## config.mk

```make
export PLATFORM = sky130hd
export DESIGN_NAME = two_stage_gyro_moving_average_core
export DESIGN_NICKNAME = d
export VERILOG_FILES = /design/src/tsgma_pkg.sv /design/src/tsgma_ram.sv /design/src/tsgma_alu.sv /design/src/two_stage_gyro_moving_average_core.sv
export SDC_FILE = /design/constraint.sdc
export NUM_CORES = 1
export LEC_CHECK = 0
export BUFFER_PORTS_ARGS = -buffer_cell sky130_fd_sc_hd__clkbuf_2
export CAP_MARGIN = 10
export CORE_MARGIN = 2
export CORE_UTILIZATION = 30
export DETAILED_ROUTE_END_ITERATION = 16
export PLACE_DENSITY = 0.47
export SLEW_MARGIN = 20
export SYNTH_ARGS = -nofsm -noshare
export SYNTH_HDL_FRONTEND = slang
export SYNTH_SLANG_ARGS = --single-unit
export TNS_END_PERCENT = 30
```

## constraint.sdc

```tcl
create_clock -name clk -period 3.3 [get_ports clk]
set_input_delay 0 -clock clk [delete_from_list [all_inputs] [get_ports clk]]
set_output_delay 0 -clock clk [all_outputs]
set_load 0.005 [all_outputs]
```

## src/tsgma_pkg.sv

```systemverilog
// -----------------------------------------------------------------------------
// Two-stage gyro moving average package
// Word types, codes and sequencer states shared by the averaging core.
// -----------------------------------------------------------------------------
package tsgma_pkg;

  // Width of a gyro reading and of every mean.
  localparam int DATA_W = 10;

  // Zero-rate offset after reset.
  localparam logic [DATA_W-1:0] OFFSET_RESET = 10'd600;

  // Codes of the action field.
  localparam logic ACT_SAMPLE = 1'b0;
  localparam logic ACT_REFILL = 1'b1;

  // Input word.
  typedef struct packed {
    logic              action;
    logic [DATA_W-1:0] sample;
  } in_word_t;

  // Result word.
  typedef struct packed {
    logic [DATA_W-1:0] latest;
    logic [DATA_W-1:0] long_mean;
  } out_word_t;

  // Operations of the shared adder.
  typedef enum logic {
    ALU_ADD,
    ALU_SUB
  } alu_op_t;

  // Sequencer states.
  typedef enum logic [3:0] {
    S_FILL,
    S_IDLE,
    S_WSUB,
    S_WADD,
    S_WDIV,
    S_MSUB,
    S_MADD,
    S_LDIV,
    S_DONE
  } state_t;

endpackage

```

## src/tsgma_ram.sv

```systemverilog
// -----------------------------------------------------------------------------
// Generic RAM
// One write port and one read port with registered read data.
// -----------------------------------------------------------------------------
module tsgma_ram #(
  parameter int WIDTH = 10,
  parameter int DEPTH = 4
) (
  input  logic                                     clk,
  input  logic                                     we,
  input  logic [((DEPTH > 1) ? $clog2(DEPTH) : 1)-1:0] waddr,
  input  logic [WIDTH-1:0]                         wdata,
  input  logic [((DEPTH > 1) ? $clog2(DEPTH) : 1)-1:0] raddr,
  output logic [WIDTH-1:0]                         rdata
);

  logic [WIDTH-1:0] mem [DEPTH];

  // Write port and registered read port.
  always_ff @(posedge clk) begin
    if (we) begin
      mem[waddr] <= wdata;
    end
    rdata <= mem[raddr];
  end

endmodule

```

## src/tsgma_alu.sv

```systemverilog
// -----------------------------------------------------------------------------
// Shared adder
// One adder that adds or subtracts the second operand from the first.
// -----------------------------------------------------------------------------
module tsgma_alu #(
  parameter int W = 16
) (
  input  tsgma_pkg::alu_op_t op,
  input  logic [W-1:0]       a,
  input  logic [W-1:0]       b,
  output logic [W-1:0]       res
);

  logic         sub;
  logic [W-1:0] b_eff;

  // Subtraction adds the complement with a carry in.
  assign sub   = (op == tsgma_pkg::ALU_SUB);
  assign b_eff = sub ? ~b : b;
  assign res   = a + b_eff + W'(sub);

endmodule

```

## src/two_stage_gyro_moving_average_core.sv

```systemverilog
// -----------------------------------------------------------------------------
// Two-stage gyro moving average core
// Smooths gyro readings through a window mean, decimated into a second store
// whose mean is reported with every word.
//
//   Channel | Signals                      | Fields
//   input   | in_valid, in_stall, in_data  | in_data.action, in_data.sample
//   output  | out_valid, out_stall, out_data | out_data.latest, out_data.long_mean
//   config  | cfg_we, cfg_data             | zero-rate offset
//
// A sample word runs through S_WSUB, S_WADD and S_DONE before the next accept;
// a sample that stores a new window mean also passes S_WDIV, S_MSUB, S_MADD and
// S_LDIV, since the shared adder updates both running sums and each mean is one
// multiply by a constant reciprocal. A refill word runs a fill pass, one entry of
// each store written per cycle, then S_DONE. After reset a fill pass loads both
// stores before any word is taken.
// A stalled result holds the sequencer in its last state until it is taken.
// -----------------------------------------------------------------------------
module two_stage_gyro_moving_average_core #(
  parameter int WINDOW     = 4,
  parameter int MEAN_COUNT = 4,
  parameter int DECIMATION = 4
) (
  input  logic                              clk,
  input  logic                              rst,
  input  logic                              in_valid,
  output logic                              in_stall,
  input  tsgma_pkg::in_word_t               in_data,
  output logic                              out_valid,
  input  logic                              out_stall,
  output tsgma_pkg::out_word_t              out_data,
  input  logic                              cfg_we,
  input  logic [tsgma_pkg::DATA_W-1:0]      cfg_data
);

  localparam int DW     = tsgma_pkg::DATA_W;
  localparam int WSUM_W = $clog2(WINDOW << DW);
  localparam int MSUM_W = $clog2(MEAN_COUNT << DW);
  localparam int ALU_W  = (WSUM_W > MSUM_W) ? WSUM_W : MSUM_W;
  localparam int WAW    = (WINDOW > 1) ? $clog2(WINDOW) : 1;
  localparam int MAW    = (MEAN_COUNT > 1) ? $clog2(MEAN_COUNT) : 1;
  localparam int FILL_N = (WINDOW > MEAN_COUNT) ? WINDOW : MEAN_COUNT;
  localparam int FCW    = (FILL_N > 1) ? $clog2(FILL_N) : 1;
  localparam int PHW    = (DECIMATION > 1) ? $clog2(DECIMATION) : 1;

  // Reciprocals that turn each truncated mean into a multiply and a shift.
  // They are exact for every sum the stores can hold.
  localparam int WSH    = WSUM_W + $clog2(WINDOW);
  localparam int MSH    = MSUM_W + $clog2(MEAN_COUNT);
  localparam logic [WSUM_W:0] W_RECIP =
    (WSUM_W + 1)'(((1 << WSH) + WINDOW - 1) / WINDOW);
  localparam logic [MSUM_W:0] M_RECIP =
    (MSUM_W + 1)'(((1 << MSH) + MEAN_COUNT - 1) / MEAN_COUNT);

  tsgma_pkg::state_t  state;
  tsgma_pkg::state_t  state_next;

  logic [DW-1:0]      offset;
  logic [DW-1:0]      fill_val;
  logic               fill_report;
  logic [FCW-1:0]     fill_idx;
  logic [DW-1:0]      item_sample;
  logic [WAW-1:0]     ptr_w;
  logic [MAW-1:0]     ptr_m;
  logic [PHW-1:0]     phase;
  logic [WSUM_W-1:0]  wsum;
  logic [MSUM_W-1:0]  msum;
  logic [2*WSUM_W:0]  wprod;
  logic [2*MSUM_W:0]  mprod;
  logic [DW-1:0]      mean_new;
  logic [DW-1:0]      latest;
  logic [DW-1:0]      long_mean;

  tsgma_pkg::alu_op_t alu_op;
  logic [ALU_W-1:0]   alu_a;
  logic [ALU_W-1:0]   alu_b;
  logic [ALU_W-1:0]   alu_res;

  logic               win_we;
  logic [WAW-1:0]     win_waddr;
  logic [DW-1:0]      win_wdata;
  logic [DW-1:0]      win_rdata;
  logic               mean_we;
  logic [MAW-1:0]     mean_waddr;
  logic [DW-1:0]      mean_wdata;
  logic [DW-1:0]      mean_rdata;

  logic               accept;
  logic               out_free;
  logic               fill_last;

  // Handshake and step conditions.
  assign in_stall  = (state != tsgma_pkg::S_IDLE);
  assign accept    = in_valid && (state == tsgma_pkg::S_IDLE);
  assign out_free  = !out_valid || !out_stall;
  assign fill_last = (fill_idx == FCW'(FILL_N - 1));

  // Truncated means of the running sums.
  assign wprod = (2 * WSUM_W + 1)'(wsum) * (2 * WSUM_W + 1)'(W_RECIP);
  assign mprod = (2 * MSUM_W + 1)'(msum) * (2 * MSUM_W + 1)'(M_RECIP);

  // Shared adder for the running sums.
  tsgma_alu #(.W(ALU_W)) u_alu (
    .op  (alu_op),
    .a   (alu_a),
    .b   (alu_b),
    .res (alu_res)
  );

  // Window store, a circular buffer whose pointer marks the oldest reading.
  tsgma_ram #(.WIDTH(DW), .DEPTH(WINDOW)) u_win_ram (
    .clk   (clk),
    .we    (win_we),
    .waddr (win_waddr),
    .wdata (win_wdata),
    .raddr (ptr_w),
    .rdata (win_rdata)
  );

  // Store of decimated window means, also circular.
  tsgma_ram #(.WIDTH(DW), .DEPTH(MEAN_COUNT)) u_mean_ram (
    .clk   (clk),
    .we    (mean_we),
    .waddr (mean_waddr),
    .wdata (mean_wdata),
    .raddr (ptr_m),
    .rdata (mean_rdata)
  );

  // State register.
  always_ff @(posedge clk) begin
    if (rst) begin
      state <= tsgma_pkg::S_FILL;
    end else begin
      state <= state_next;
    end
  end

  // Next state, adder operands and store writes.
  always_comb begin
    state_next = state;
    alu_op     = tsgma_pkg::ALU_ADD;
    alu_a      = '0;
    alu_b      = '0;
    win_we     = 1'b0;
    win_waddr  = ptr_w;
    win_wdata  = item_sample;
    mean_we    = 1'b0;
    mean_waddr = ptr_m;
    mean_wdata = mean_new;
    unique case (state)
      tsgma_pkg::S_FILL: begin
        win_we     = ({1'b0, fill_idx} < (FCW + 1)'(WINDOW));
        win_waddr  = fill_idx[WAW-1:0];
        win_wdata  = fill_val;
        mean_we    = ({1'b0, fill_idx} < (FCW + 1)'(MEAN_COUNT));
        mean_waddr = fill_idx[MAW-1:0];
        mean_wdata = fill_val;
        if (fill_last) begin
          state_next = fill_report ? tsgma_pkg::S_DONE : tsgma_pkg::S_IDLE;
        end
      end
      tsgma_pkg::S_IDLE: begin
        if (accept) begin
          state_next = (in_data.action == tsgma_pkg::ACT_REFILL) ?
                       tsgma_pkg::S_FILL : tsgma_pkg::S_WSUB;
        end
      end
      tsgma_pkg::S_WSUB: begin
        alu_op     = tsgma_pkg::ALU_SUB;
        alu_a      = ALU_W'(wsum);
        alu_b      = ALU_W'(win_rdata);
        win_we     = 1'b1;
        state_next = tsgma_pkg::S_WADD;
      end
      tsgma_pkg::S_WADD: begin
        alu_a      = ALU_W'(wsum);
        alu_b      = ALU_W'(item_sample);
        state_next = (phase == '0) ? tsgma_pkg::S_WDIV : tsgma_pkg::S_DONE;
      end
      tsgma_pkg::S_WDIV: begin
        state_next = tsgma_pkg::S_MSUB;
      end
      tsgma_pkg::S_MSUB: begin
        alu_op     = tsgma_pkg::ALU_SUB;
        alu_a      = ALU_W'(msum);
        alu_b      = ALU_W'(mean_rdata);
        mean_we    = 1'b1;
        state_next = tsgma_pkg::S_MADD;
      end
      tsgma_pkg::S_MADD: begin
        alu_a      = ALU_W'(msum);
        alu_b      = ALU_W'(mean_new);
        state_next = tsgma_pkg::S_LDIV;
      end
      tsgma_pkg::S_LDIV: begin
        state_next = tsgma_pkg::S_DONE;
      end
      tsgma_pkg::S_DONE: begin
        if (out_free) begin
          state_next = tsgma_pkg::S_IDLE;
        end
      end
      default: begin
        state_next = tsgma_pkg::S_IDLE;
      end
    endcase
  end

  // Configuration register.
  always_ff @(posedge clk) begin
    if (rst) begin
      offset <= tsgma_pkg::OFFSET_RESET;
    end else if (cfg_we) begin
      offset <= cfg_data;
    end
  end

  // Output register; a finished word waits here while the next is taken.
  always_ff @(posedge clk) begin
    if (rst) begin
      out_valid <= 1'b0;
    end else if (state == tsgma_pkg::S_DONE && out_free) begin
      out_valid <= 1'b1;
    end else if (!out_stall) begin
      out_valid <= 1'b0;
    end
  end

  always_ff @(posedge clk) begin
    if (state == tsgma_pkg::S_DONE && out_free) begin
      out_data.latest    <= latest;
      out_data.long_mean <= long_mean;
    end
  end

  // Fill sequencing state.
  always_ff @(posedge clk) begin
    if (rst) begin
      fill_val    <= tsgma_pkg::OFFSET_RESET;
      fill_report <= 1'b0;
      fill_idx    <= '0;
    end else if (accept && in_data.action == tsgma_pkg::ACT_REFILL) begin
      fill_val    <= offset;
      fill_report <= 1'b1;
      fill_idx    <= '0;
    end else if (state == tsgma_pkg::S_FILL && !fill_last) begin
      fill_idx <= fill_idx + FCW'(1);
    end
  end

  // Store pointers and decimation phase.
  always_ff @(posedge clk) begin
    if (rst) begin
      ptr_w <= '0;
      ptr_m <= '0;
      phase <= '0;
    end else begin
      case (state)
        tsgma_pkg::S_FILL: begin
          if (fill_last) begin
            ptr_w <= '0;
            ptr_m <= '0;
            phase <= '0;
          end
        end
        tsgma_pkg::S_WSUB: begin
          ptr_w <= (ptr_w == WAW'(WINDOW - 1)) ? '0 : ptr_w + WAW'(1);
        end
        tsgma_pkg::S_WADD: begin
          phase <= (phase == PHW'(DECIMATION - 1)) ? '0 : phase + PHW'(1);
        end
        tsgma_pkg::S_MSUB: begin
          ptr_m <= (ptr_m == MAW'(MEAN_COUNT - 1)) ? '0 : ptr_m + MAW'(1);
        end
        default: begin
        end
      endcase
    end
  end

  // Running sums, means and result fields.
  always_ff @(posedge clk) begin
    if (accept) begin
      item_sample <= in_data.sample;
    end
    case (state)
      tsgma_pkg::S_FILL: begin
        if (fill_last) begin
          wsum      <= WSUM_W'(fill_val) * WSUM_W'(WINDOW);
          msum      <= MSUM_W'(fill_val) * MSUM_W'(MEAN_COUNT);
          latest    <= fill_val;
          long_mean <= fill_val;
        end
      end
      tsgma_pkg::S_WSUB: begin
        wsum <= alu_res[WSUM_W-1:0];
      end
      tsgma_pkg::S_WADD: begin
        wsum   <= alu_res[WSUM_W-1:0];
        latest <= item_sample;
      end
      tsgma_pkg::S_WDIV: begin
        mean_new <= wprod[WSH +: DW];
      end
      tsgma_pkg::S_MSUB: begin
        msum <= alu_res[MSUM_W-1:0];
      end
      tsgma_pkg::S_MADD: begin
        msum <= alu_res[MSUM_W-1:0];
      end
      tsgma_pkg::S_LDIV: begin
        long_mean <= mprod[MSH +: DW];
      end
      default: begin
      end
    endcase
  end

endmodule

```

## After elaboration in Yosys (flattened, before gate mapping)

Memory sizes are Yosys's and may differ from the RTL's. A register that Yosys moved wholly into a read port is not among the register bits.
Index checks and enable logic that the tools add are counted.

| word-level totals | value |
|---|---|
| register bits | 118 |
| latch bits | 0 |
| bits in writable memories | 80 |
| bits in read-only memories | 0 |
| input port bits | 26 |
| output and inout port bits | 22 |
| logic and storage cells | 108 |
| memories kept | 2 |

| cells by class | value |
|---|---|
| add/sub/neg operators | 6 |
| multipliers | 0 |
| divide/modulo/power cells | 0 |
| order comparisons | 0 |
| eq/ne operators | 17 |
| shift-type cells | 0 |
| mux-type cells | 36 |
| bitwise gates (word level) | 1 |
| reduce and logical (&&, ||, !) cells | 29 |

Memories:

| name | words | bits a word | read ports | clocked after memory_dff | wr ports | RTL line | source |
|---|---|---|---|---|---|---|---|
| u_mean_ram.mem | 4 | 10 | 1 | 1 | 1 | tsgma_ram.sv:17 | `logic [WIDTH-1:0] mem [DEPTH];` |
| u_win_ram.mem | 4 | 10 | 1 | 1 | 1 | tsgma_ram.sv:17 |  |

Operators by type and width:

| kind | count |
|---|---|
| 12-bit case mux with 2 select lines | 3 |
| 10-bit case mux with 2 select lines | 2 |
| 10-bit case mux with 4 select lines | 1 |
| 4-bit case mux with 9 select lines | 1 |
| 10-bit 2-to-1 mux | 3 |
| 12-bit 2-to-1 mux | 2 |
| 4-bit 2-to-1 mux | 5 |
| 4-bit by 3-bit == test with 1-bit output, second input constant | 4 |
| 2-bit 2-to-1 mux | 7 |
| 12-bit by 1-bit adder with 12-bit output | 1 |
| 12-bit adder | 1 |
| 10-bit inverter with 12-bit output | 1 |
| 2-bit case mux with 2 select lines | 3 |
| 2-bit AND reduction | 6 |
| 2-bit nonzero test | 6 |
| 2-bit OR reduction | 6 |
| 1-bit 2-to-1 mux | 9 |
| 2-bit by 1-bit adder with 2-bit output, second input constant | 4 |
| 2-bit == test, second input constant | 4 |
| 4-bit by 2-bit == test with 1-bit output, second input constant | 2 |
| 2-bit != test, second input constant | 3 |
| 4-bit by 1-bit == test with 1-bit output, second input constant | 1 |
| 4-bit == test, second input constant | 1 |
| 1-bit logical AND | 4 |
| other kinds (7) | 9 |

## Depth between registers and ports, before layout

| logic depth | value |
|---|---|
| depth after elaboration | 7 |
| depth in mapped cells | 17 |

## Modules after synthesis

Synthesis repeated with hierarchy kept, for this count alone.

| unflattened totals | value |
|---|---|
| cells, all modules | 669 |
| area, all modules | 9213.8 um^2 |

Modules (own cells, without submodules):

| module | times used | cells each | area an instance (um^2) | sequential area each (um^2) |
|---|---|---|---|---|
| two_stage_gyro_moving_average_core | 1 | 455 | 5233.8 | 3203.1 |
| tsgma_ram | 2 | 66 | 1674.1 | 1401.3 |
| tsgma_alu | 1 | 82 | 631.9 | 0.0 |

## Worst setup path before layout

OpenSTA, ideal clock, no wires.

| timing | value |
|---|---|
| path kind | flip-flop to flip-flop |
| from | register state[2] |
| to | register wsum[10], data pin |
| library setup time | 0.268 ns |
| arrival | 3.062 ns |
| required time | 3.032 ns |
| path slack | -0.030 ns |
| cell stages (with the launch flop) | 15 |
| buffers on the path | 3 |
| clock period less this slack | 3.330 ns |
| path through | dfxtp_1 > buf_4 > buf_2 > nor2b_1 > o21a_1 > clkbuf_1 > a22o_1 > ha_1 > nor2b_1 > o21a_1 > o21ai_0 > a31oi_1 > a311oi_1 > xor2_1 > o21ai_0 |

| between the ends | value |
|---|---|
| longest elaborated chain between the ends | 7 |
| elaborated cells between the ends (all ways) | 16 |
| those cells by class | add/sub (2); eq/ne (4); mux (5); bitwise (1); reduce/logical (4) |

RTL lines:

| element | RTL line | source |
|---|---|---|
| start: declaration | two_stage_gyro_moving_average_core.sv:55 | `tsgma_pkg::state_t state;` |
| start signal: assignment | two_stage_gyro_moving_average_core.sv:133 | `state <= tsgma_pkg::S_FILL;` |
| start signal: assignment | two_stage_gyro_moving_average_core.sv:135 | `state <= state_next;` |
| 4-bit by 3-bit == test with 1-bit output / 4-bit by 2-bit == test with 1-bit output (equally long branches) | two_stage_gyro_moving_average_core.sv:151, two_stage_gyro_moving_average_core.sv:287 |  |
| 10-bit case mux with 4 select lines / 2-bit OR reduction (equally long branches) | - |  |
| 10-bit inverter with 12-bit output / 1-bit 2-to-1 mux (equally long branches) | tsgma_alu.sv:19, two_stage_gyro_moving_average_core.sv:151 |  |
| 12-bit 2-to-1 mux | tsgma_alu.sv:19 | `assign b_eff = sub ? ~b : b;` |
| 12-bit adder | tsgma_alu.sv:20 | `assign res = a + b_eff + W'(sub);` |
| 12-bit by 1-bit adder with 12-bit output | tsgma_alu.sv:20 |  |
| 12-bit case mux with 2 select lines * | two_stage_gyro_moving_average_core.sv:287 | `case (state)` |
| end signal: assignment | two_stage_gyro_moving_average_core.sv:290 | `wsum <= WSUM_W'(fill_val) * WSUM_W'(WINDOW);` |
| end signal: assignment | two_stage_gyro_moving_average_core.sv:297 | `wsum <= alu_res[WSUM_W-1:0];` |
| end signal: assignment | two_stage_gyro_moving_average_core.sv:300 | `wsum <= alu_res[WSUM_W-1:0];` |
| end: declaration | two_stage_gyro_moving_average_core.sv:66 | `logic [WSUM_W-1:0] wsum;` |

Mark *: on every way between the ends. The rest lies on a longest branch, timed or not.
A chain may end at the register's enable or synchronous reset.

## Worst setup path in the final report

| timing | value |
|---|---|
| from | register state[0] |
| to | register msum[9], data pin |

| between the ends | value |
|---|---|
| longest elaborated chain between the ends | 7 |
| elaborated cells between the ends (all ways) | 16 |
| those cells by class | add/sub (2); eq/ne (4); mux (5); bitwise (1); reduce/logical (4) |

RTL lines:

| element | RTL line | source |
|---|---|---|
| 4-bit by 3-bit == test with 1-bit output / 4-bit by 2-bit == test with 1-bit output (equally long branches) | two_stage_gyro_moving_average_core.sv:151, two_stage_gyro_moving_average_core.sv:287 |  |
| 10-bit case mux with 4 select lines / 2-bit OR reduction (equally long branches) | - |  |
| 10-bit inverter with 12-bit output / 1-bit 2-to-1 mux (equally long branches) | tsgma_alu.sv:19, two_stage_gyro_moving_average_core.sv:151 |  |
| 12-bit 2-to-1 mux | tsgma_alu.sv:19 |  |
| 12-bit adder | tsgma_alu.sv:20 |  |
| 12-bit by 1-bit adder with 12-bit output | tsgma_alu.sv:20 |  |
| 12-bit case mux with 2 select lines * | two_stage_gyro_moving_average_core.sv:287 |  |
| end signal: assignment | two_stage_gyro_moving_average_core.sv:291 | `msum <= MSUM_W'(fill_val) * MSUM_W'(MEAN_COUNT);` |
| end signal: assignment | two_stage_gyro_moving_average_core.sv:307 | `msum <= alu_res[MSUM_W-1:0];` |
| end signal: assignment | two_stage_gyro_moving_average_core.sv:310 | `msum <= alu_res[MSUM_W-1:0];` |
| end: declaration | two_stage_gyro_moving_average_core.sv:67 | `logic [MSUM_W-1:0] msum;` |

Marked as above.

==> qor.yml <==
final.setup.tns_ps: 0
grt_pass1_wl_mm: 36.0
tightest_slew_ps: 840
syn_area_um2: 9150
core.rowCount: 63
power_frac_comb: 0.121
grt_pass1_vias: 5797
port_buffers: 47
cts_max_path_buffers: 3
drcViolationCount: 0
yosysSeqAreaShare: 0.656
slew_headroom: 0.436
design_area_um2: 11400
yosysWarnings: 0
crit_chain: "buf_12, and4bb_2, buf_4, a22oi_1, and3_1, xnor2_1, ha_1, a21oi_1, o21bai_1, a21oi_2, o21a_1, o21ai_0, a211o_1"
rsz0062_at_grt: "true"
met3_usage: 0.0231
met1_usage: 0.225
wl_per_cell_um: 19.5
htreeDepth: 1
die_width_um: 179
drtPass1Iterations: 6
synth_top_area_share: 0.538
sw_frac_of_total: 0.249
min_period_over_period: 0.961
crit_slowest_cell: "dfxtp_2"
numCtsBuffers: 25
finClkSkew_ps: 12.1
fp.dieH_um: 179
synth_edf_count: 164
syn_nets: 748
synth_cell_type_count: 59
ioPinCount: 48
critical_path.max_fanout: 9
place_congestion: 0.836
r2r.worst_path.cells: 13
ir_drop_uv: 319
critPathKind: "reg -> reg"
pwr-share-seq: 0.498
total_leakage_power_nw: 4.09
ant_nets: 0
hold_viol: 0
period_needed_ps: 3170
cp-startpoint: "state[0]$_SDFFE_PP0P_"
cts.sinks: 218
overflow: 0
fmax_mhz: 315
drive_gt1_frac: 0.233
synth_common_cells: "edfxtp_1 (164), nand2_1 (157), dfxtp_1 (54), nor2_1 (31)"
cap_violations: 0
setup_viol: 0
hold_depth: 5
syn_to_final_growth_pct: 24.5
synthMostInstantiatedCell: "edfxtp_1"
place_hpwl_mm: 17.0
place_ws_ps: -41.5
hp-start: "in_valid"
switchingPower_mw: 1.88
diodes: 0
synthTopCellsByArea: "edfxtp_1 (54%), dfxtp_1 (12%), nand2_1 (6.4%)"
finalPower_mw: 7.56
vias: 6019
worstPathArrival_ps: 3440
slew_viol_final: 0
synth_flop_cell: "edfxtp_1"
synth-seq-cells: 218
crit_required_ps: 3570
worstHoldPathType: "in -> reg"
syn-mean-instance-area_um2: 13.0
cts-root-buf: "clkbuf_16"
synthCells: 706
power.share.clock: 0.381
via_per_inst: 4.86
synth_top_area_cell: "edfxtp_1"
drt_iter0_drc: 523
synth-async-reset-ratio: 0
clk_pin_slew_ps: 60
wl_mm: 24.1
grt_antenna_before_repair: 1
nNetsFinal: 872
fin_ws_ps: 130
reg2reg_from: "state[0]$_SDFFE_PP0P_"
tritoncts: "done"
status: "completed"
grt_max_degree: 35
core_um2: 29900
setup.worst_path.start_class: "register"
dieArea_um2: 31900
use_met2: 0.233
initial_core_util: 0.306
insertion_delay_ps: 520
pwr_density_cell_nw_per_um2: 663
critPathMaxStageDelay_ps: 350
p_int_mw: 5.68
place_area_um2: 10100
worstSetupEndpointType: "register"
busiest_layer: "met2"
grt_use_total: 0.152
[worst max-delay path, delay by kind of cell (launching register included)]
family | cells | cell delay [ps]
fa+ha+maj | 1 | 310
compound gates | 7 | 1260
simple gates | 2 | 550
buf+inv | 2 | 320
xor+xnor | 1 | 140
flops | 1 | 350
[kinds of logic (layout without fill, tap and decap cells)]
logic type / count (synthesis) / after routing / synth area share
and+or+nand+nor: 263 / 263 / 0.131
DFF: 218 / 218 / 0.656
adders and majority gates: 16 / 16 / 0.0227
buffers and inverters: 42 / 185 / 0.0189
xor gates and xnor gates: 13 / 13 / 0.0124
muxes: 43 / 43 / 0.0759
AOI/OAI and AO/OA: 111 / 111 / 0.0827
[what timing repair did]
item | CTS | global route
pin swaps | 0 | 1
gates cloned | 0 | 1
endpoints found under the setup margin | 3 | 10
resized for setup | 3 | 13
hold buffers | 33 | 0
endpoints found under the hold margin | 24 | 0
buffers inserted | 0 | 0
[stage by stage]
stage / std cells / utilization / hold WS [ps]
final: 1239 / 0.381 / 79.4
after global placement: 1159 / 0.339 / 177
after detailed placement: 1159 / 0.339 / 179
after floorplan: 706 / - / 98.9
after global routing: 1239 / 0.381 / 140
after CTS: 1238 / 0.379 / 64.3
[power by group through the flow]
stage                     sequential [mW]  clock [mW]  combinational, mW
after floorplan                      3.70           0              0.527
after global placement               3.82           0              0.886
after detailed placement             3.82           0              0.891
after CTS                            3.77        2.96              0.928
after global routing                 3.80        3.07               1.00
final                                3.77        2.88              0.913
[sequential cells by signal, summed over array words and instances, names as in the netlist, 12 cells and up]
name and cells:
msum 12, u_win_ram.mem 40, u_mean_ram.mem 40, wsum 12
out_data 20
[area by class of cell]
class | count | area (um2)
Multi-Input combinational cell | 446 | 3030
Sequential cell | 218 | 6010
Clock buffer | 35 | 728
Clock inverter | 11 | 139
Inverter | 7 | 26.3
Timing Repair Buffer | 132 | 976
Tap cell | 390 | 488
Fill cell | 2870 | 18500
[layout by cell type (no fill, tap or decap), types with 5 or more instances in the layout]
| cell type | n |
|---|---|
| a21oi_1 | 22 |
| a211o_1 | 6 |
| clkbuf_16 | 26 |
| nor2b_1 | 9 |
| mux2i_1 | 12 |
| nand2b_1 | 7 |
| xnor2_1 | 8 |
| nor2_1 | 30 |
| nand3_1 | 7 |
| o21ai_1 | 7 |
| o21ai_0 | 24 |
| o21a_1 | 5 |
| dfxtp_1 | 50 |
| inv_1 | 6 |
| buf_4 | 49 |
| ha_1 | 15 |
| mux4_2 | 20 |
| mux2_2 | 11 |
| nand2_1 | 157 |
| dlygate4sd3_1 | 33 |
| edfxtp_1 | 164 |
| a22oi_1 | 6 |
| a22o_1 | 14 |
| clkbuf_2 | 47 |
| and3_1 | 5 |
| nor3_1 | 17 |
| nand3b_1 | 7 |
[path summary, 6_finish.rpt]
kind	end	slack, ps
hold / removal	state[3]$_SDFFE_PP0P_	80
hold reg to reg	out_data[10]$_DFFE_PP_	420
setup / recovery	msum[9]$_DFFE_PP_	130
setup reg to reg	msum[9]$_DFFE_PP_	130
[per-layer routing]
layer	wire (um)	vias up	share of wire
met5	0	-	0
met4	627	0	0.026
met3	1330	36	0.055
met2	10700	174	0.44
met1	11500	2942	0.48
li1	-	2867	-
Note: power is estimated with default switching activity, not from simulation.
